## src/hdl/scoohp_pkg.sv

```systemverilog
package scoohp_pkg;

   // Field widths fixed by the item format
   localparam int COORD_W = 16;
   localparam int VALUE_W = 32;
   localparam int OINDEX_W = 12;
   localparam int PROD_W = 2 * VALUE_W;
   localparam int FRAC_W = 16;

   // Output index saturates here
   localparam logic [OINDEX_W-1:0] OINDEX_MAX = {OINDEX_W{1'b1}};

   // Saturation limits of a Q16.16 value
   localparam logic [VALUE_W-1:0] VALUE_MAX = {1'b0, {(VALUE_W-1){1'b1}}};
   localparam logic [VALUE_W-1:0] VALUE_MIN = {1'b1, {(VALUE_W-1){1'b0}}};

   // Request opcodes
   typedef enum logic [1:0] {
      OP_LOAD  = 2'd0,
      OP_PROBE = 2'd1,
      OP_CLEAR = 2'd2
   } opcode_type;

   // Result kinds
   typedef enum logic [1:0] {
      KIND_PRODUCT  = 2'd0,
      KIND_FULL     = 2'd1,
      KIND_MISMATCH = 2'd2
   } kind_type;

   // Register word indexes
   typedef enum logic [2:0] {
      REG_FIRST_ROWS  = 3'd0,
      REG_FIRST_COLS  = 3'd1,
      REG_SECOND_ROWS = 3'd2,
      REG_SECOND_COLS = 3'd3,
      REG_RESULT_ROWS = 3'd4,
      REG_RESULT_COLS = 3'd5
   } reg_index_type;

   // Controller states
   typedef enum logic [2:0] {
      ST_IDLE,
      ST_COMPARE,
      ST_SCAN,
      ST_MULT,
      ST_EMIT,
      ST_ERR_FULL,
      ST_ERR_DIM
   } state_type;

   // Configured dimensions
   typedef struct packed {
      logic [COORD_W-1:0] first_rows;
      logic [COORD_W-1:0] first_cols;
      logic [COORD_W-1:0] second_rows;
      logic [COORD_W-1:0] second_cols;
      logic [COORD_W-1:0] result_rows;
      logic [COORD_W-1:0] result_cols;
   } dims_type;

   // Controller to datapath
   typedef struct packed {
      logic     store;
      logic     clear;
      logic     capture;
      logic     compare;
      logic     read;
      logic     mult;
      logic     emit_prod;
      logic     emit_err;
      kind_type err_kind;
   } cmd_type;

   // Datapath to controller
   typedef struct packed {
      logic full;
      logic mismatch;
      logic match_any;
      logic last;
      logic out_free;
   } status_type;

endpackage

```

## src/hdl/scoohp_csr.sv

```systemverilog
module scoohp_csr
   import scoohp_pkg::*;
(
   input  logic        clock,
   input  logic        reset,
   input  logic        psel,
   input  logic        penable,
   input  logic        pwrite,
   input  logic [4:0]  paddr,
   input  logic [31:0] pwdata,
   output logic [31:0] prdata,
   output logic        pready,
   output dims_type    dims
);

   dims_type      dims_ff;
   dims_type      dims_in;
   reg_index_type reg_sel;
   logic          wr_en;

   assign reg_sel = reg_index_type'(paddr[4:2]);
   assign wr_en   = psel & penable & pwrite;
   assign pready  = 1'b1;
   assign dims    = dims_ff;

   // Register write decode
   always_comb begin
      dims_in = dims_ff;
      if (wr_en) begin
         unique case (reg_sel)
            REG_FIRST_ROWS:  dims_in.first_rows  = pwdata[COORD_W-1:0];
            REG_FIRST_COLS:  dims_in.first_cols  = pwdata[COORD_W-1:0];
            REG_SECOND_ROWS: dims_in.second_rows = pwdata[COORD_W-1:0];
            REG_SECOND_COLS: dims_in.second_cols = pwdata[COORD_W-1:0];
            REG_RESULT_ROWS: dims_in.result_rows = pwdata[COORD_W-1:0];
            REG_RESULT_COLS: dims_in.result_cols = pwdata[COORD_W-1:0];
            default: ;
         endcase
      end
   end

   always_ff @(posedge clock) begin
      if (reset) begin
         dims_ff <= '0;
      end else begin
         dims_ff <= dims_in;
      end
   end

   // Read mux
   always_comb begin
      prdata = '0;
      unique case (reg_sel)
         REG_FIRST_ROWS:  prdata[COORD_W-1:0] = dims_ff.first_rows;
         REG_FIRST_COLS:  prdata[COORD_W-1:0] = dims_ff.first_cols;
         REG_SECOND_ROWS: prdata[COORD_W-1:0] = dims_ff.second_rows;
         REG_SECOND_COLS: prdata[COORD_W-1:0] = dims_ff.second_cols;
         REG_RESULT_ROWS: prdata[COORD_W-1:0] = dims_ff.result_rows;
         REG_RESULT_COLS: prdata[COORD_W-1:0] = dims_ff.result_cols;
         default: prdata = '0;
      endcase
   end

endmodule

```

## config.mk

```make
export PLATFORM = sky130hd
export DESIGN_NAME = scoohp_csr
export DESIGN_NICKNAME = d
export VERILOG_FILES = /design/src/hdl/scoohp_pkg.sv /design/src/hdl/scoohp_csr.sv
export SDC_FILE = /design/constraint.sdc
export NUM_CORES = 1
export LEC_CHECK = 0
export BUFFER_PORTS_ARGS = -buffer_cell sky130_fd_sc_hd__buf_2
export CORE_ASPECT_RATIO = 0.7
export CORE_MARGIN = 5
export CORE_UTILIZATION = 45
export DETAILED_ROUTE_END_ITERATION = 7
export GPL_TIMING_DRIVEN = 0
export PLACE_DENSITY = 0.77
export SETUP_SLACK_MARGIN = 0.2
export SKIP_CTS_REPAIR_TIMING = 1
export SKIP_LAST_GASP = 1
export SLEW_MARGIN = 0
export SYNTH_ARGS = -nofsm -noshare
export SYNTH_HDL_FRONTEND = slang
export SYNTH_SLANG_ARGS = --single-unit
```

## constraint.sdc

```tcl
create_clock -name clock -period 1.14 [get_ports clock]
set_clock_uncertainty 0.05 [all_clocks]
set_input_delay 0.057 -clock clock [delete_from_list [all_inputs] [get_ports clock]]
set_output_delay 0.057 -clock clock [all_outputs]
set_load 0.01 [all_outputs]
```

Word level (Yosys, flattened, before mapping)
Cells that the tools add are included.

Flip-flop bits (word level): 96. Input bits: 42. Output and inout port bits: 129. Word-level logic and storage cells: 21.

Equality and inequality tests: 5. Mux-type cells: 1. Bitwise gates (word level): 2. Reduce and logical (&&, ||, !) cells: 7.

Operator list (number): 16-bit one-hot mux with 6 select lines (1); 2-bit AND reduction (6); 3-bit by 2-bit == test with 1-bit output, second input constant (2); 3-bit == test, second input constant (2); 3-bit by 1-bit == test with 1-bit output, second input constant (1); 3-bit logical NOT (1); 1-bit AND (2).

Longest topological paths before layout
Gate-level depths: netlist (run 1).

Depth after elaboration: 3. Depth in mapped cells: 6. Depth with buffers taken out: 3.

Worst setup path before layout (run 1)
Ideal clock, no wire load.

Path kind: input to output. Start point: in paddr[2]. End point: out prdata[4]. Data arrival time: 1064 ps. Required time: 1033 ps. Path slack: -31 ps. Stages: 5. Path buffers: 2. Cell sequence: buf_2 -> buf_2 -> mux2_2 -> nand2_1 -> o221ai_1.

Cells in the longest elaborated chain, start to end: 2. Elaborated cells on any way between the ends: 7. Those cells by class: eq/ne: 5; mux: 1; reduce/logical: 1.

RTL lines: from (decl) (line scoohp_csr.sv:9) `input logic [4:0] paddr,`; 3-bit == test (tied with other cells) (line scoohp_csr.sv:53) `unique case (reg_sel)`; 16-bit one-hot mux with 6 select lines (*) (line scoohp_csr.sv:53); to (decl) (line scoohp_csr.sv:11) `output logic [31:0] prdata,`.

Every way passes the cells marked *; elsewhere a longest branch is shown, timed or not.

Worst setup path in the final report (run 1)
Start point: reg dims_ff (netlist bit dims[90]). End point: out prdata[10].

Cells in the longest elaborated chain, start to end: 1.

RTL lines: from (decl) (line scoohp_csr.sv:16) `dims_type dims_ff;`; from (signal assigned) (line scoohp_csr.sv:46) `dims_ff <= dims_in;`; 16-bit one-hot mux with 6 select lines (line scoohp_csr.sv:53).

No other way between the ends.

==> run metrics, run 1 <==
Fin. Hold Viols=0; reg2reg end=dims[74]$_SDFFE_PP0P_; critical path data arrival time=1.40 ns; final worst slack=-0.370 ns; clk_lat worst skew=0.35 ns; FF-to-FF setup slack=0.34 ns; max-slew violation count=0; min-delay src=pwdata[1]; Async SR Flop Fraction=0%; Post-Syn Area=4710 sq um; placed cell areas=5690 sq um; Root Buffer=clkbuf_16; Placer Congestion=0.834; Primary FF master, synth=dfxtp_1; GRT Total Usage=23.6%; core footprint=10300 sq um; largest net degree at the start of global routing=16; post-synthesis sequential area ratio=40.8%; Netlist cell types=27; Area Growth Syn to Fin=50.4%; required time of the critical path=1.03 ns; detailed-route wire length per cell=20.5 um; CTS Buffer Depth=2; die area=12700 sq um; slowest CP cell=dfxtp_2; share of post-route cells with drive strength above 1=56.9%; violated checks=setup timing; Register-to-Register Path Depth=3; status=complete, but fails checks; number of synthesized flops with an enable pin=0; min Tclk post-route=1.51 ns; Final setup viols=16; max incr delay on CP=0.33 ns; hold crit path type=input port to flip-flop; critical path class=flip-flop to primary output; post-route cell area=7090 sq um; leakage power=0.00356 uW; WHS Path Cells=3; vias in the first global route=4086; Starting Density=45.8%; Hold EP=dims[81]$_SDFFE_PP0P_; max_slew headroom=55.9%; Worst Path Max Fanout=3; warnings from Yosys=0; dpl hpwl=10.7 mm; crit end category=primary output; # DRC=0; nets=682; RSZ-0062 raised after global routing=yes; CTS tree=built; Max-cap violations=0; Via density=5.31; fill count=757; final worst-path cycle share=132%; Mapped Avg Cell Area=10.5 sq um; startpoint types=flip-flop; die height=95.6 um; antenna-violating nets left=0; Largest delay share family, worst path=flip-flops; synthesized flop and latch total=96; antenna cells=0; peak supply drop=0.000720 V; Remaining Overflow, GRT=0; initial DRC count=190; Layout Utilization=68.9%; clock sink count=96; Post-Route WL=15.9 mm; WP buf/inv=1; CTS clock-pin slew for the worst setup and hold paths=0.06 ns; IO buf count=134; initial antenna violation count=0; row cnt=31; number of flip-flops in the largest register=96; Ports=171; DR pass1 iterations=4; r2r startpoint=dims[74]$_SDFFE_PP0P_; Cell Chain, Critical Path=mux2_4, a221oi_2, a21oi_1, buf_2; Die X=132 um; via count=4126; Setup Slack @ Placement=-0.480 ns; first-pass GRT wire length=22.9 mm; most frequent cells in the layout=mux2i_1, nand2b_1, buf_6; Inserted Clock Buffers=9; Max Clock Freq=662 MHz; worst slew pin tran=0.661 ns; htree depth=3; Synth Instances=448; Power Density=1020 nW/um^2
kinds of logic (layout without fill, tap and decap cells):
| logic type | after synthesis | after routing | share of synthesized area (%) |
|---|---|---|---|
| buf+inv | 49 | 231 | 6.77 |
| flops | 96 | 96 | 40.8 |
| compound gates | 30 | 30 | 4.83 |
| other cells | 2 | 17 | 0.159 |
| mux | 137 | 137 | 29.7 |
| simple gates | 134 | 134 | 17.7 |
final cells by class:
type                            count  area (sq um)  share of cell area [%]
Multi-Input combinational cell    318          2700                    38.1
Sequential cell                    96          2060                    29.1
Timing Repair Buffer              166          1420                    20.1
Buffer                             48           434                    6.13
Clock buffer                       12           246                    3.48
Tap cell                          132           165                    2.33
Clock inverter                      4          53.8                   0.759
Inverter                            1          3.75                  0.0530
Yosys cell counts (all sizes together) (2+ instances only):
cell / instances / area, sq um
buf: 34 / 263
mux2i: 114 / 1140
conb: 2 / 7.51
nand2b: 113 / 714
clkbuf: 14 / 52.6
mux2: 23 / 259
a32oi: 4 / 35.0
a22oi: 7 / 52.6
o221ai: 9 / 78.8
a221oi: 3 / 26.3
o21ai: 4 / 20.0
and2b: 3 / 22.5
dfxtp: 96 / 1920
a21oi: 3 / 15.0
nand2: 13 / 58.8
through the flow:
stage	std cells	TNS, ns	power [uW]	hold slack [ns]
finish	777	-4.34	7220	0.0425
global placement	729	-18.49	4090	0.391
floorplan	463	0	3880	0.260
detailed placement	729	-21.93	4100	0.403
global route	777	-5.15	7380	0.0814
CTS	745	-6.78	7130	0.0482
worst register-to-register path: stages, from the launching register on:
cell	delay [ns]
dfxtp_2	0.36
buf_4	0.11
nand2b_1	0.04
mux2i_1	0.15
layer usage:
metal,track usage (%),part of all wire [%]
met3,6.70,9.1
met2,38.1,46
met1,30.7,42
met4,7.71,2.6
met5,0,0
worst max-delay path by stage:
stage          slack, ns  cells after the start                     to                  start
6_report           -0.37                      4             prdata[10]  dims[90]$_SDFFE_PP0P_
5_1_grt            -0.44                      4             prdata[10]  dims[90]$_SDFFE_PP0P_
4_1_cts            -0.52                      7              prdata[0]               paddr[4]
3_5_place_dp       -0.48                      7              prdata[0]               paddr[4]
3_3_place_gp       -0.49                      7              prdata[0]               paddr[4]
2_1_floorplan       0.04                      6  dims[95]$_SDFFE_PP0P_               paddr[4]
power by group:
| part | internal, uW | leakage (uW) | switching, uW |
|---|---|---|---|
| sequential | 3360 | 0.000825 | 25.4 |
| clock | 1770 | 0.000139 | 1340 |
| combinational | 326 | 0.00260 | 396 |
Power figures use the tool's default switching activity.
==> inputs of run 2 (changes only) <==
--- a/config.mk
+++ b/config.mk
@@ -6,9 +6,10 @@
 export NUM_CORES = 1
 export LEC_CHECK = 0
 export BUFFER_PORTS_ARGS = -buffer_cell sky130_fd_sc_hd__buf_2
-export CORE_ASPECT_RATIO = 0.7
+export CORE_ASPECT_RATIO = 0.75
 export CORE_MARGIN = 5
 export CORE_UTILIZATION = 45
+export CTS_CLUSTER_SIZE = 30
 export DETAILED_ROUTE_END_ITERATION = 7
 export GPL_TIMING_DRIVEN = 0
 export PLACE_DENSITY = 0.77
==> run metrics, run 2 (synthesized netlist as in run 1, its figures left out) <==
status=complete, but fails checks; violated checks=setup timing; die height=98.6 um; final worst slack=-0.397 ns; dpl hpwl=10.9 mm; antenna-violating nets left=0; r2r startpoint=dims[88]$_SDFFE_PP0P_; die area=12600 sq um; fill count=760; Die X=128 um; nets=676; Inst Count DP=733; detailed-route wire length per cell=21.3 um; required time of the critical path=1.03 ns; initial antenna violation count=1; Power Density=1060 nW/um^2; max_slew headroom=57.9%; Final Non-Filler Cells=776; peak supply drop=0.000672 V; post-route cell area=7150 sq um; IO buf count=134; Via density=5.36; CTS clock-pin slew for the worst setup and hold paths=0.07 ns; Remaining Overflow, GRT=0; Final setup viols=16; Max Clock Freq=650 MHz; placed cell areas=5690 sq um; DR pass1 iterations=4; critical path data arrival time=1.43 ns; Tot Pwr=7560 uW; number of flip-flops in the largest register=96; slowest CP cell=dfxtp_2; Largest delay share family, worst path=compound AO/OA/AOI/OAI gates; Placer Congestion=0.818; htree depth=3; leakage power=0.00358 uW; Ports=171; startpoint types=flip-flop; Post-Route WL=16.5 mm; WP buf/inv=1; Fin. Hold Viols=0; hold crit path type=input port to flip-flop; vias in the first global route=4085; share of post-route cells with drive strength above 1=56.5%; row cnt=32; min-delay src=pwdata[10]; Layout Utilization=69.8%; most common cell after layout, fill and taps aside=nand2b_1; via count=4156; Max-cap violations=0; critical path class=flip-flop to primary output; RSZ-0062 raised after global routing=yes; clock sink count=96; final worst-path cycle share=135%; GRT Total Usage=23.8%; max-slew violation count=0; WHS=0.0661 ns; # DRC=0; clk_lat worst skew=0.34 ns; Inserted Clock Buffers=9; largest net degree at the start of global routing=15; CTS Buffer Depth=2; first-pass GRT wire length=22.9 mm; Worst Setup SP=dims[56]$_SDFFE_PP0P_; Starting Density=46.0%; max incr delay on CP=0.33 ns; most frequent cells in the layout=nand2b_1, mux2i_1, dfxtp_2; Worst Path Max Fanout=3; min Tclk post-route=1.54 ns; core footprint=10200 sq um; Root Buffer=clkbuf_16; CTS tree=built; worst slew pin tran=0.632 ns; crit end category=primary output; Cell Chain, Critical Path=mux2_4, a221oi_4, a21oi_2, buf_2; Area Growth Syn to Fin=51.8%; FF-to-FF setup slack=0.35 ns; initial DRC count=244
-- run 2: final timing paths --
kind                                end  cells past startpoint
setup / recovery              prdata[8]                      4
hold / removal    dims[10]$_SDFFE_PP0P_                      3
setup reg to reg  dims[88]$_SDFFE_PP0P_                      3
hold reg to reg   dims[79]$_SDFFE_PP0P_                      2
-- run 2: worst register-to-register path, cell delays in order, from the launching register on --
cell,delay (ns)
dfxtp_2,0.32
buf_4,0.13
nand2b_1,0.08
mux2i_1,0.08
-- run 2: where the power goes --
group / internal, uW / total (uW) / switching, uW / leakage, uW
clock: 2150 / 3410 / 1260 / 0.000158
sequential: 3370 / 3390 / 26.5 / 0.000825
combinational: 344 / 755 / 411 / 0.00260
total: 5860 / 7560 / 1700 / 0.00358
-- run 2: layer usage --
metal | vias to the layer above | track usage (%) | part of all wire, %
met5 | - | 0 | 0
met4 | 0 | 7.18 | 2.1
met3 | 31 | 7.31 | 7.8
met2 | 192 | 37.0 | 47
met1 | 2047 | 31.9 | 43
li1 | 1886 | - | -
-- run 2: area by class of cell --
cell class | count | area, sq um | share of cell area (%)
Clock inverter | 3 | 90.1 | 1.26
Clock buffer | 13 | 240 | 3.36
Timing Repair Buffer | 160 | 1450 | 20.3
Antenna cell | 1 | 2.50 | 0.0350
Tap cell | 136 | 170 | 2.38
Multi-Input combinational cell | 318 | 2710 | 37.8
Buffer | 48 | 430 | 6.02
Sequential cell | 96 | 2060 | 28.8
Inverter | 1 | 3.75 | 0.0525
-- run 2: stage by stage --
stage | worst slack (ns) | setup TNS [ns]
detailed placement | -0.520 | -19.25
CTS | -0.531 | -6.84
global route | -0.442 | -5.21
global placement | -0.512 | -15.84
floorplan | 0.0408 | 0
finish | -0.397 | -4.48
==> inputs of run 3 (changes only) <==
--- a/config.mk
+++ b/config.mk
@@ -20,3 +20,4 @@
 export SYNTH_ARGS = -nofsm -noshare
 export SYNTH_HDL_FRONTEND = slang
 export SYNTH_SLANG_ARGS = --single-unit
+export TNS_END_PERCENT = 20
==> constraint.sdc (replaced) <==
create_clock -name clock -period 1.3 [get_ports clock]
set_clock_uncertainty 0.05 [all_clocks]
set_input_delay 0.065 -clock clock [delete_from_list [all_inputs] [get_ports clock]]
set_output_delay 0.065 -clock clock [all_outputs]
set_load 0.01 [all_outputs]
==> run metrics, run 3 (synthesized netlist as in run 1, its figures left out) <==
Tot Pwr=6410 uW; required time of the critical path=1.19 ns; most common cell after layout, fill and taps aside=buf_2; antenna cells=0; Fin. Hold Viols=0; Post-Route WL=15.3 mm; Max Clock Freq=664 MHz; final worst-path cycle share=116%; final worst slack=-0.206 ns; via count=3982; leakage power=0.00327 uW; Via density=5.27; CTS tree=built; core footprint=10200 sq um; initial DRC count=236; CTS clock-pin slew for the worst setup and hold paths=0.07 ns; Root Buffer=clkbuf_16; Starting Density=46.0%; CTS Buffer Depth=2; die area=12600 sq um; placed cell areas=5610 sq um; post-route cell area=6130 sq um; min Tclk post-route=1.51 ns; Placer Congestion=0.821; IO buf count=134; Power Density=1050 nW/um^2; max-slew violation count=0; number of flip-flops in the largest register=96; Die X=128 um; htree depth=3; Inserted Clock Buffers=9; vias in the first global route=3973; row cnt=32; dpl hpwl=10.8 mm; hold crit path type=input port to flip-flop; # DRC=0; peak supply drop=0.000697 V; detailed-route wire length per cell=20.2 um; critical path data arrival time=1.39 ns; first-pass GRT wire length=22.8 mm; Area Growth Syn to Fin=30.1%; critical path class=flip-flop to primary output; worst slew pin tran=0.638 ns; startpoint types=flip-flop; Max-cap violations=0; Ports=171; antenna-violating nets left=0; clock sink count=96; share of post-route cells with drive strength above 1=40.3%; initial antenna violation count=0; largest net degree at the start of global routing=17; violated checks=setup timing; DR pass1 iterations=5; Worst Path Max Fanout=3; RSZ-0062 raised after global routing=yes; max_slew headroom=57.5%; clk_lat worst skew=0.34 ns; most frequent cells in the layout=buf_2, mux2i_1, nand2b_1; setup_tns=-1.85 ns; nets=658; die height=98.6 um; Remaining Overflow, GRT=0; fill count=918; crit end category=primary output; Final setup viols=16; status=complete, but fails checks; GRT Total Usage=23.6%
-- run 3: path summary, 6_finish.rpt --
kind	slack (ns)	end	cells past startpoint	start
min reg2reg	0.44	dims[70]$_SDFFE_PP0P_	2	dims[70]$_SDFFE_PP0P_
min	0.06	dims[40]$_SDFFE_PP0P_	3	pwdata[8]
max reg2reg	0.53	dims[25]$_SDFFE_PP0P_	2	dims[25]$_SDFFE_PP0P_
max	-0.21	prdata[8]	4	dims[56]$_SDFFE_PP0P_
-- run 3: power breakdown --
part	switching (uW)	internal, uW	total [uW]
combinational	330	242	572
clock	1170	1690	2860
sequential	18.6	2960	2980
-- run 3: layout make-up --
| type | instances | area [sq um] | area share [%] |
|---|---|---|---|
| Buffer | 48 | 359 | 5.86 |
| Clock buffer | 9 | 225 | 3.67 |
| Clock inverter | 6 | 90.1 | 1.47 |
| Inverter | 1 | 3.75 | 0.0612 |
| Multi-Input combinational cell | 318 | 2610 | 42.6 |
| Sequential cell | 96 | 1940 | 31.6 |
| Tap cell | 136 | 170 | 2.78 |
| Timing Repair Buffer | 142 | 731 | 11.9 |
-- run 3: layer usage --
metal  GRT usage [%]  vias to the layer above  share of wire, %
met3            6.18                       15               8.5
met2            38.7                      185                47
met5               0                        -                 0
li1                -                     1847                 -
met4            5.55                        0               1.1
met1            31.3                     1935                44
-- run 3: worst max-delay path, cell delays in order (launching register included) --
cell	delay, ns
dfxtp_1	0.34
mux2_2	0.28
a221oi_2	0.21
a21oi_1	0.06
buf_2	0.15
-- run 3: per-stage QoR --
stage | instances | hold slack [ns] | worst slack (ns) | utilization (%)
after floorplan | 463 | 0.273 | 0.174 | -
after global placement | 733 | 0.402 | -0.334 | 54.7
after detailed placement | 733 | 0.406 | -0.343 | 54.7
after CTS | 748 | 0.0475 | -0.345 | 57.8
after global routing | 756 | 0.0975 | -0.280 | 59.8
final | 756 | 0.0575 | -0.206 | 59.8
