--- src/hdl/scoohp_pkg.sv ---
package scoohp_pkg;

   // Field widths fixed by the item format
   localparam int COORD_W = 16;
   localparam int VALUE_W = 32;
   localparam int OINDEX_W = 12;
   localparam int PROD_W = 2 * VALUE_W;
   localparam int FRAC_W = 16;

   // Output index saturates here
   localparam logic [OINDEX_W-1:0] OINDEX_MAX = {OINDEX_W{1'b1}};

   // Saturation limits of a Q16.16 value
   localparam logic [VALUE_W-1:0] VALUE_MAX = {1'b0, {(VALUE_W-1){1'b1}}};
   localparam logic [VALUE_W-1:0] VALUE_MIN = {1'b1, {(VALUE_W-1){1'b0}}};

   // Request opcodes
   typedef enum logic [1:0] {
      OP_LOAD  = 2'd0,
      OP_PROBE = 2'd1,
      OP_CLEAR = 2'd2
   } opcode_type;

   // Result kinds
   typedef enum logic [1:0] {
      KIND_PRODUCT  = 2'd0,
      KIND_FULL     = 2'd1,
      KIND_MISMATCH = 2'd2
   } kind_type;

   // Register word indexes
   typedef enum logic [2:0] {
      REG_FIRST_ROWS  = 3'd0,
      REG_FIRST_COLS  = 3'd1,
      REG_SECOND_ROWS = 3'd2,
      REG_SECOND_COLS = 3'd3,
      REG_RESULT_ROWS = 3'd4,
      REG_RESULT_COLS = 3'd5
   } reg_index_type;

   // Controller states
   typedef enum logic [2:0] {
      ST_IDLE,
      ST_COMPARE,
      ST_SCAN,
      ST_MULT,
      ST_EMIT,
      ST_ERR_FULL,
      ST_ERR_DIM
   } state_type;

   // Configured dimensions
   typedef struct packed {
      logic [COORD_W-1:0] first_rows;
      logic [COORD_W-1:0] first_cols;
      logic [COORD_W-1:0] second_rows;
      logic [COORD_W-1:0] second_cols;
      logic [COORD_W-1:0] result_rows;
      logic [COORD_W-1:0] result_cols;
   } dims_type;

   // Controller to datapath
   typedef struct packed {
      logic     store;
      logic     clear;
      logic     capture;
      logic     compare;
      logic     read;
      logic     mult;
      logic     emit_prod;
      logic     emit_err;
      kind_type err_kind;
   } cmd_type;

   // Datapath to controller
   typedef struct packed {
      logic full;
      logic mismatch;
      logic match_any;
      logic last;
      logic out_free;
   } status_type;

endpackage

--- src/hdl/scoohp_ctrl.sv ---
module scoohp_ctrl
   import scoohp_pkg::*;
(
   input  logic       clock,
   input  logic       reset,
   input  logic       req_valid,
   output logic       req_ready,
   input  logic [1:0] req_opcode,
   input  status_type status,
   output cmd_type    cmd
);

   state_type  state_ff;
   state_type  state_in;
   opcode_type opcode;

   assign opcode = opcode_type'(req_opcode);

   always_ff @(posedge clock) begin
      if (reset) begin
         state_ff <= ST_IDLE;
      end else begin
         state_ff <= state_in;
      end
   end

   // Next state and datapath commands
   always_comb begin
      state_in     = state_ff;
      cmd          = '0;
      cmd.err_kind = KIND_FULL;
      req_ready    = 1'b0;
      unique case (state_ff)
         ST_IDLE: begin
            req_ready = 1'b1;
            if (req_valid) begin
               case (opcode)
                  OP_LOAD: begin
                     if (status.full) begin
                        state_in = ST_ERR_FULL;
                     end else begin
                        cmd.store = 1'b1;
                     end
                  end
                  OP_CLEAR: cmd.clear = 1'b1;
                  OP_PROBE: begin
                     cmd.capture = 1'b1;
                     state_in = status.mismatch ? ST_ERR_DIM : ST_COMPARE;
                  end
                  default: ;
               endcase
            end
         end
         ST_COMPARE: begin
            cmd.compare = 1'b1;
            state_in = ST_SCAN;
         end
         ST_SCAN: begin
            if (status.match_any) begin
               cmd.read = 1'b1;
               state_in = ST_MULT;
            end else begin
               state_in = ST_IDLE;
            end
         end
         ST_MULT: begin
            cmd.mult = 1'b1;
            state_in = ST_EMIT;
         end
         ST_EMIT: begin
            if (status.out_free) begin
               cmd.emit_prod = 1'b1;
               state_in = status.last ? ST_IDLE : ST_SCAN;
            end
         end
         ST_ERR_FULL: begin
            cmd.err_kind = KIND_FULL;
            if (status.out_free) begin
               cmd.emit_err = 1'b1;
               state_in = ST_IDLE;
            end
         end
         ST_ERR_DIM: begin
            cmd.err_kind = KIND_MISMATCH;
            if (status.out_free) begin
               cmd.emit_err = 1'b1;
               state_in = ST_IDLE;
            end
         end
         default: state_in = ST_IDLE;
      endcase
   end

endmodule

--- config.mk ---
export PLATFORM = sky130hd
export DESIGN_NAME = scoohp_ctrl
export DESIGN_NICKNAME = d
export VERILOG_FILES = /design/src/hdl/scoohp_pkg.sv /design/src/hdl/scoohp_ctrl.sv
export SDC_FILE = /design/constraint.sdc
export NUM_CORES = 1
export LEC_CHECK = 0
export ABC_CLOCK_PERIOD_IN_PS = 1200
export BUFFER_PORTS_ARGS = -buffer_cell sky130_fd_sc_hd__buf_2
export CAP_MARGIN = 20
export CORE_AREA = 2 2 39 41
export DETAILED_ROUTE_END_ITERATION = 8
export DIE_AREA = 0 0 41 43
export PLACE_DENSITY = 0.51
export REMOVE_ABC_BUFFERS = 1
export SLEW_MARGIN = 20
export SYNTH_ARGS = -nofsm -noshare
export SYNTH_HDL_FRONTEND = slang
export SYNTH_SLANG_ARGS = --single-unit
--- constraint.sdc ---
create_clock -name clock -period 1.2 [get_ports clock]
set_input_delay 0.06 -clock clock [delete_from_list [all_inputs] [get_ports clock]]
set_output_delay 0.06 -clock clock [all_outputs]
set_load 0.005 [all_outputs]
* Word-level counts from Yosys, hierarchy flattened *
Cells that the tools add are included.

cells by class
  equality and inequality tests = 13
  mux-type cells = 23
  reductions and logical operators = 4

operators with widths
  cell                count
  $mux 3              7
  $pmux 3 s6          1
  $pmux 3 s2          2
  $mux 1              11
  $eq 3x3->1 const B  3
  $eq 3x2->1 const B  2
  $reduce_and 5->1    1
  $mux 2              2
  $ne 2x2->1 const B  2
  $eq 3x1->1 const B  1
  $logic_not 3->1     1
  $ne 3x1->1 const B  1
  $ne 3x3->1 const B  1
  $eq 2x1->1 const B  1
  $eq 2x2->1 const B  1
  $logic_not 2->1     1
  $ne 2x1->1 const B  1
  $reduce_or 2->1     1

storage, ports and cells
  register bits = 3
  input bits = 10
  logic and storage cells = 41

* Longest topological paths before layout *
Gate-level depths: netlist of run 1.

  depth after elaboration = 4
  depth in mapped cells = 4
  depth with buffers taken out = 3

* Least setup slack after synthesis of run 1 *
OpenSTA, ideal clock, no wires.

  path kind = reg2reg
  start point = register state_ff[2]
  end point = register state_ff[1]
  setup time = 0.103 ns
  arrival time = 1.104 ns
  required time = 1.097 ns
  setup slack = -0.007 ns
  cell stages (with the launch flop) = 5
  period minus slack after synthesis = 1.207 ns
  cell sequence = dfxtp_1 buf_6 and4bb_4 a21oi_2 a2111oi_2

between the ends
  word-level cells in the longest chain between the ends = 4
  elaborated cells between the ends (all ways) = 15

ends and longest elaborated chain
  element                            RTL line           source
  from (decl)                        scoohp_ctrl.sv:13  state_type state_ff;
  from (signal assigned)             scoohp_ctrl.sv:23  state_ff <= state_in;
  $eq 3x3->1                         scoohp_ctrl.sv:33  unique case (state_ff)
  $reduce_or 2->1 (no source line)   --
  $ne 2x1->1 (no source line)        --
  $reduce_and 5->1 (no source line)  --

Several ways; a longest one is shown, not always the timed one.
A chain may end at the register's enable or synchronous reset.

==> results of run 1 <==
[where the power goes]
part	internal (uW)	switching (uW)
registers	110	13.6
clock network	125	51.5
logic	136	105
total	370	170
[timing repair]
action,in CTS,in global routing
gates cloned,0,0
gates resized for setup,6,12
hold buffers,0,0
buffers inserted,1,2
setup endpoints to repair,6,8
pin swaps,3,6
[metal layers]
metal / share of wire [%] / track usage [%]
met4: 0 / 6.000
met5: 0 / 0
met3: 8.1 / 3.141
met1: 40 / 11.86
met2: 52 / 15.00
[per-stage QoR]
stage               power (uW)  hold WS (ns)  cell area [um2]
floorplan                216.7        0.1291            301.5
global placement         307.6        0.2697            466.7
detailed placement       306.6        0.2669            466.7
CTS                      493.4       0.01396            511.7
global route             584.0       0.04729            588.1
finish                   540.3       0.04834            588.1
[critical path, stage by stage, from the launching register on]
cell	delay [ns]
dfxtp_4	0.35
nor3_2	0.16
buf_4	0.16
and4b_1	0.17
buf_2	0.10
[how the worst max path moves through the flow]
| stage | to | cells after the start | slack, ns |
|---|---|---|---|
| floorplan | state_ff[1] | 3 | -0.04 |
| global placement | state_ff[0] | 4 | 0.02 |
| detailed placement | state_ff[1] | 3 | -0.001 |
| CTS | cmd[8] | 4 | -0.06 |
| global route | cmd[8] | 4 | -0.12 |
| finish | cmd[8] | 4 | -0.04 |
[kinds of logic (layout without fill, tap and decap cells)]
kind of cell    count (synthesis)  after routing  share of synthesized area (%)
compound gates                  8              8                          19.77
flops                           3              3                          18.25
buf+inv                         6             36                          11.78
simple gates                   21             21                          44.11
xor+xnor                        1              1                          2.662
mux                             1              1                          3.422
[synthesized netlist by cell type]
| master | number | area (um2) |
|---|---|---|
| and4bb_4 | 1 | 16.27 |
| nor2_1 | 2 | 7.510 |
| and2b_2 | 1 | 8.760 |
| nand3b_1 | 1 | 7.510 |
| a211oi_1 | 1 | 7.510 |
| nand3_1 | 1 | 5.000 |
| nor3_1 | 2 | 10.01 |
| nor3b_2 | 1 | 12.51 |
| buf_2 | 1 | 5.000 |
| o21ai_1 | 1 | 5.000 |
| nor4_1 | 1 | 6.260 |
| or2_2 | 1 | 6.260 |
| a2111oi_2 | 1 | 15.01 |
| xnor2_1 | 1 | 8.760 |
| and3_1 | 1 | 6.260 |
| dfxtp_1 | 3 | 60.06 |
| a211o_2 | 1 | 10.01 |
| and3b_2 | 1 | 10.01 |
| nor2b_1 | 1 | 6.260 |
| and3_2 | 1 | 7.510 |
| and4b_1 | 1 | 10.01 |
| mux2_2 | 1 | 11.26 |
| inv_1 | 3 | 11.26 |
| nor3_2 | 1 | 10.01 |
| nand2_1 | 4 | 15.01 |
| buf_6 | 2 | 22.52 |
| a31oi_1 | 1 | 6.260 |
| a21boi_1 | 1 | 7.510 |
| a21oi_2 | 1 | 8.760 |
| a21oi_1 | 1 | 5.000 |
[final cells by class]
class                           count  area share (%)
Multi-Input combinational cell     31           48.30
Timing Repair Buffer               29           30.21
Sequential cell                     3           11.70
Clock buffer                        4           4.468
Tap cell                           16           3.404
Inverter                            3           1.915
==> summary.md, run 1 <==
| Metric | Value |
|---|---|
| Status | `complete, but fails checks` |
| Failing checks | `setup timing` |
| Sequential share of the synthesized area | `18.25%` |
| Post-DRT Antenna Nets | `0` |
| Top Registers | `state_ff: 3 flops` |
| Fin cells | `86` |
| Clock Sinks | `3` |
| RSZ-0062 raised after global routing | `yes` |
| R2R Setup Slk | `-0.02 ns` |
| Starting density of the core | `a little under a quarter` |
| VDD IR-drop max | `about 0.44 mV` |
| P_leak | `0.0002737 uW` |
| Worst hold path class | `in2reg` |
| Die footprint | `roughly 0.0018 mm2` |
| Core area | `between 0.001 and 0.0015 mm2` |
| Pin count of the biggest net entering global routing | `8` |
| Netlist cell types | `30` |
| H-tree depth | `1` |
| Worst r2r src | `state_ff[2]` |
| Fin crit period | `about 1.2 ns` |
| Setup Skew | `~0.00015 ns` |
| Wire per inst | `approximately 11 um` |
| Hold Crit Start | `reset` |
| CP max FO | `7` |
| Total track usage | `between 10% and 20%` |
| Fmax | `approximately 810 MHz` |
| Kind of critical path | `reg2out` |
| Initial antenna violation count | `0` |
| Drt first pass iters | `3` |
| Max FFs per register | `3` |
| Die W | `41 um` |
| Total number of vias | `a little over 400` |
| Placed Cells | `between 70 and 80` |
| Clock Tree Buf Depth | `2` |
| Via density | `between 4 and 5` |
| I/O Pins | `21` |
| Setup violations, final | `4` |
| Cell Rows | `14` |
| First-pass GRT wire length | `~1200 um` |
| GPL Wtd Cong | `0.6353` |
| Post-Syn Area | `about 330 um2` |
| CP required | `1.14 ns` |
| Total gr overflow | `0` |
| Final WS setup | `-0.03629 ns` |
| Commonest non-fill, non-tap cell in the layout | `buf_2` |
| Worst setup path start | `state_ff[1]` |
| Layout cell share with drive strength beyond 1 | `between 70% and 80%` |
| Endpoints failing hold | `0` |
| Synthesized netlist cell count | `40` |
| Clk slew on worst S/H paths | `roughly 0.04 ns` |
| #FFs+latches synth | `3` |
| R2R depth | `3` |
| WP data arrival | `1.18 ns` |
| Fill cells | `between 150 and 200` |
| Max-slew headroom | `around four fifths` |
| Nets | `81` |
| Die height | `about 43 um` |
| Hold Path End | `state_ff[2]` |
| Storage cell area | `a little under 70 um2` |
| IO buf count | `20` |
| Latest clock arrival within the worst-skew pair | `between 0.2 and 0.25 ns` |
| Initial drt markers | `2` |
| Dpl ws | `-0.001335 ns` |
| WHS Path Cells | `2` |
| Root buf cell | `clkbuf_4` |
| Crit share post-route | `103.0%` |
| R2r endpoint | `state_ff[1]` |
| Avg Inst Size Synth | `between 8 and 9 um2` |
| Crit. End Element | `output pin` |
| Final core occ | `a little over two fifths` |
| Post-DP HPWL | `655.6 um` |
| Max-slew violations | `0` |
| Most frequent cells in the layout | `19 x buf_2, 8 x buf_4, 3 x clkbuf_4` |
| Multi-input combinational cell area | `284.0 um2` |
| Worst-Margin Slew | `between 0.3 and 0.4 ns` |
| P per Cell Area | `between 900 and 1000 mW/mm2` |
| Area growth, synth to finish | `78.71%` |
| Setup TNS Final | `-0.07896 ns` |
| Residual DRC | `0` |
| Syn. warnings | `0` |
| Largest Register | `state_ff` |
| Max Cap Viol | `0` |
| Detailed Route WL | `about 940 um` |
| CTS buffer count | `3` |
| Antenna diode count | `0` |
| CTS tree | `built` |
| Critical path startpoint category | `flop` |
| Vias in the first global route | `between 300 and 400` |
(Power assumes the default switching activity.)
==> run 2, diff against run 1 <==
MAX_ROUTING_LAYER = met4   (was unset)
==> run 2 against run 1 <==
- the flow still finishes with violations (setup timing)
- first-iteration DRC count rose to 4.0 times the previous value
- setup slack worse by 0.0011 ns
- sequential power about the same
- final area up 2.8%
- largest cell class unchanged
==> summary.md, run 2 (synthesis gave the netlist of run 1 again) <==
| Metric | Value |
|---|---|
| Pin count of the biggest net entering global routing | `8` |
| Setup violations, final | `4` |
| Nets | `just over 80` |
| Commonest non-fill, non-tap cell in the layout | `buf_2` |
| Critical path startpoint category | `flop` |
| GPL Wtd Cong | `about 0.64` |
| CP max FO | `7` |
| Setup Skew | `0.00006722 ns` |
| Clock Sinks | `3` |
| Hold Crit Start | `reset` |
| Net Sw Power | `around 170 uW` |
| Root buf cell | `clkbuf_4` |
| Clock share of power | `between 30% and 40%` |
| Area growth, synth to finish | `83.65%` |
| Fmax | `slightly above 800 MHz` |
| Layout cell share with drive strength beyond 1 | `~77%` |
| Worst hold path class | `in2reg` |
| Antenna diode count | `0` |
| Total number of vias | `around 410` |
| Switching share of power | `31.47%` |
| Status | `complete, but fails checks` |
| Pint | `372.9 uW` |
| Worst setup path start | `state_ff[1]` |
| WP data arrival | `around 1.2 ns` |
| Hold Buf Count CTS | `0` |
| Endpoints failing hold | `0` |
| Initial drt markers | `8` |
| CP required | `approximately 1.1 ns` |
| H-tree depth | `1` |
| Latest clock arrival within the worst-skew pair | `around 0.23 ns` |
| Initial antenna violation count | `0` |
| Max FFs per register | `3` |
| Logic pwr share | `between 40% and 50%` |
| Max-slew headroom | `79.04%` |
| Via density | `between 4 and 5` |
| First-pass GRT wire length | `about 1200 um` |
| Total gr overflow | `0` |
| Dpl ws | `-0.001335 ns` |
| Worst r2r src | `state_ff[2]` |
| Post-DP HPWL | `about 660 um` |
| Total track usage | `around a tenth` |
| Placed Cells | `79` |
| Clock Tree Buf Depth | `2` |
| Wire per inst | `approximately 11 um` |
| Die footprint | `around 0.0018 mm2` |
| CTS tree | `built` |
| Starting density of the core | `between 20% and 30%` |
| Flop pwr share | `22.6%` |
| Vias in the first global route | `332` |
| Drt first pass iters | `3` |
| Most frequent cells in the layout | `18 x buf_2, 9 x buf_4, 3 x clkbuf_4, 3 x buf_6, 3 x dfxtp_4` |
| Top Registers | `state_ff: 3 flops` |
| Post-DRT Antenna Nets | `0` |
| CTS buffer count | `3` |
| Max-slew violations | `0` |
| Fin cells | `87` |
| P per Cell Area | `between 900 and 1000 mW/mm2` |
| Cell Rows | `14` |
| Kind of critical path | `reg2out` |
| Clk slew on worst S/H paths | `roughly 0.04 ns` |
| I/O Pins | `21` |
| Final WS setup | `-0.03740 ns` |
| Core area | `0.001384 mm2` |
| VDD IR-drop max | `approximately 0.44 mV` |
| Max Cap Viol | `0` |
| Final core occ | `a little over two fifths` |
| Crit. End Element | `output pin` |
| Die height | `roughly 43 um` |
| Fill cells | `approximately 150` |
| Largest Register | `state_ff` |
| Crit share post-route | `103.1%` |
| Worst-Margin Slew | `0.3138 ns` |
| Die W | `between 40 and 50 um` |
| P_leak | `0.0002831 uW` |
| Residual DRC | `0` |
| Setup TNS Final | `-0.07328 ns` |
| RSZ-0062 raised after global routing | `yes` |
| Failing checks | `setup timing` |
| Detailed Route WL | `around 940 um` |
| IO buf count | `20` |
| Fin crit period | `approximately 1.2 ns` |
[run 2: cell types whose count changed in the layout (fill, tap and decap cells not counted)]
cell and delta:
buf_2 -1, buf_6 +1, buf_4 +1, dfxtp_4 +1
dfxtp_2 -1
[run 2: routing by layer]
metal | up-vias | GRT usage (%) | wire length (um)
met5 | - | - | 0
met4 | 0 | 6.000 | 0
met2 | 17 | 15.00 | 499
met1 | 188 | 11.86 | 369
met3 | 0 | 4.712 | 74
li1 | 209 | - | -
[run 2: cell type report]
type,count,area (um2),area share (%)
clock buffer,4,26.28,4.348
inverter,3,11.26,1.863
multi-input combinational,31,284.0,47.00
sequential,3,71.32,11.80
tap,16,20.02,3.313
timing repair buffer,30,191.4,31.68
[run 2: stage by stage]
step	instance area [um2]	total power [uW]	hold WS [ns]
6_report	604.3	544.1	0.04812
3_3_place_gp	466.7	307.6	0.2697
4_1_cts	511.7	493.4	0.01396
3_5_place_dp	466.7	306.6	0.2669
5_1_grt	604.3	591.9	0.04213
2_1_floorplan	301.5	216.7	0.1291
[run 2: critical path, cell delays in order, from the launching register on]
cell and delay, ns:
dfxtp_4 0.35, nor3_2 0.16, buf_4 0.16, and4b_1 0.17
buf_2 0.10
[run 2: worst paths after layout]
check / slack, ns / cells past startpoint / end
setup / recovery: -0.04 / 4 / cmd[8]
setup reg to reg: -0.01 / 3 / state_ff[1]
hold / removal: 0.05 / 2 / state_ff[2]
hold reg to reg: 0.67 / 3 / state_ff[1]
[run 2: what timing repair did]
item | in CTS | in global routing
pin swaps | 3 | 6
gates resized for setup | 6 | 14
buffers inserted | 1 | 3
endpoints found under the setup margin | 6 | 8
[run 2: power groups by stage]
| stage | clock network, uW | registers [uW] | logic, uW |
|---|---|---|---|
| 6_report | 176 | 123 | 245 |
| 2_1_floorplan | 0 | 128 | 88.3 |
| 3_3_place_gp | 0 | 126 | 182 |
| 5_1_grt | 199 | 125 | 268 |
| 3_5_place_dp | 0 | 126 | 181 |
| 4_1_cts | 184 | 124 | 185 |
==> run 3, diff against run 2 <==
PLACE_DENSITY = unset   (was 0.51)
PLACE_DENSITY_LB_ADDON = 0.1   (was unset)
==> run 3 against run 2 <==
- the flow still finishes with violations (setup timing)
- non-clock buffer count unchanged
- final area decreased by 5.2%
- critical endpoint unchanged
- register-to-register slack improved by 0.03 ns
- largest power group unchanged
- critical path type unchanged
==> summary.md, run 3 (synthesis gave the netlist of run 1 again) <==
| Metric | Value |
|---|---|
| Placed Cells | `80` |
| Nets | `82` |
| Grt met1 use | `around 13%` |
| Total power | `between 500 and 600 uW` |
| Total gr overflow | `0` |
| Worst-Margin Slew | `between 0.3 and 0.4 ns` |
| H-tree depth | `1` |
| Pint | `roughly 380 uW` |
| Antenna diode count | `0` |
| Clock share of power | `between 30% and 40%` |
| RSZ-0062 raised after global routing | `yes` |
| Failing checks | `setup timing` |
| Hold Buf Count CTS | `0` |
| First-pass GRT wire length | `between 1000 and 1500 um` |
| Worst hold path class | `in2reg` |
| Top Registers | `state_ff: 3 flops` |
| I/O Pins | `21` |
| Critical path startpoint category | `flop` |
| Net Sw Power | `159.1 uW` |
| Initial drt markers | `3` |
| Crit share post-route | `102.2%` |
| VDD IR-drop max | `roughly 0.5 mV` |
| CP required | `around 1.1 ns` |
| Setup Skew | `between 0.0015 and 0.002 ns` |
| Post-DP HPWL | `between 600 and 700 um` |
| Setup violations, final | `1` |
| Die W | `between 40 and 50 um` |
| CP cell instances | `nor3_2 > buf_4 > and4b_1 > buf_2` |
| Starting density of the core | `between 20% and 30%` |
| Logic pwr share | `between 40 and 50%` |
| Die footprint | `between 0.0015 and 0.002 mm2` |
| Core area | `between 0.001 and 0.0015 mm2` |
| Layout cell share with drive strength beyond 1 | `~70%` |
| Wire per inst | `slightly above 10 um` |
| Kind of critical path | `reg2out` |
| Total track usage | `around an eighth` |
| CP max FO | `6` |
| CTS buffer count | `3` |
| Vias in the first global route | `between 300 and 400` |
| Commonest non-fill, non-tap cell in the layout | `buf_2` |
| Worst Path Buf+Inv | `2` |
| Die height | `around 43 um` |
| Clock Tree Buf Depth | `2` |
| Critical path's largest stage delay | `~0.34 ns` |
| CTS tree | `built` |
| WP data arrival | `roughly 1.2 ns` |
| Residual DRC | `0` |
| Fin cells | `between 80 and 90` |
| Initial antenna violation count | `0` |
| GPL Wtd Cong | `roughly 0.63` |
| P_leak | `approximately 0.00029 uW` |
| Clock Sinks | `3` |
| Max FFs per register | `3` |
| Clk slew on worst S/H paths | `about 0.040 ns` |
| Root buf cell | `clkbuf_4` |
| Endpoints failing hold | `0` |
| Detailed Route WL | `891 um` |
| Cell family with most CP delay | `flip-flops` |
| Met3 Use GR | `under 10%` |
| Drt first pass iters | `3` |
| Crit. End Element | `output pin` |
| Largest Register | `state_ff` |
| Status | `complete, but fails checks` |
| Final WS setup | `-0.02589 ns` |
| Fin crit period | `approximately 1.2 ns` |
| Grt met2 use | `~20%` |
| Flop pwr share | `between 20% and 30%` |
| Busiest grt layer | `met2` |
| Slowest stage cell on the critical path | `dfxtp_4` |
| Fmax | `815.7 MHz` |
| P per Cell Area | `938.5 mW/mm2` |
| Post-DRT Antenna Nets | `0` |
| Area growth, synth to finish | `74.14%` |
| Max-slew violations | `0` |
| Pin count of the biggest net entering global routing | `8` |
| Total number of vias | `around 400` |
| Most frequent cells in the layout | `20 x buf_2, 10 x buf_4, 4 x nand2_1` |
| Cell Rows | `14` |
| Latest clock arrival within the worst-skew pair | `around 0.23 ns` |
| IO buf count | `20` |
| Switching share of power | `29.59%` |
| Max-slew headroom | `75.27%` |
| Via density | `4.586` |
| Max Cap Viol | `0` |
==> run 3: cell counts in the layout (fill, tap and decap cells not counted) <==
Identical to the previous run, type by type.
==> run 3: worst paths after layout <==
check,slack [ns],end,cells past startpoint,startpoint
setup / recovery,-0.03,cmd[8],4,state_ff[2]
hold / removal,0.04,state_ff[2],2,reset
setup reg to reg,0.02,state_ff[1],3,state_ff[2]
hold reg to reg,0.66,state_ff[2],3,state_ff[0]
==> run 3: cell type report <==
type / instances / area [um2]
inverter: 3 / 11.26
timing repair buffer: 30 / 175.2
fill: 140 / 810.8
sequential: 3 / 68.82
tap: 16 / 20.02
clock buffer: 4 / 26.28
multi-input combinational: 31 / 271.5
==> run 3: metrics by stage <==
stage               util, %  hold slack, ns  setup TNS [ns]  area, um2  setup WS (ns)
finish                41.41         0.04351        -0.02589      573.1       -0.02589
global placement      34.27          0.2741       -0.002848      474.2      -0.002848
floorplan                 -          0.1291        -0.03873      301.5       -0.03873
detailed placement    34.27          0.2700        -0.02317      474.2       -0.02317
global route          41.41         0.04049         -0.4142      573.1        -0.1340
CTS                   38.52         0.02055        -0.08553      533.0       -0.04829
==> run 3: what timing repair did <==
item                       in CTS  in global routing
pin swaps                       3                  0
resized for setup               5                  6
setup endpoints to repair       7                  7
buffers inserted                3                  0
==> run 3: worst register-to-register path, cell delays in order, from the launching register on <==
cell,delay (ns)
dfxtp_4,0.34
and4bb_4,0.35
a21oi_2,0.05
a2111oi_4,0.33
==> run 3: power by group through the flow <==
stage          logic, uW  clock network, uW  registers (uW)
2_1_floorplan       88.3                  0             128
3_3_place_gp         185                  0             127
3_5_place_dp         183                  0             127
4_1_cts              212                179             125
5_1_grt              261                189             127
6_report             241                172             125
==> run 3: layer usage <==
layer	part of all wire (%)	vias to the layer above
met1	40	177
met3	7.6	0
li1	-	206
met5	0	-
met2	53	16
met4	0	0
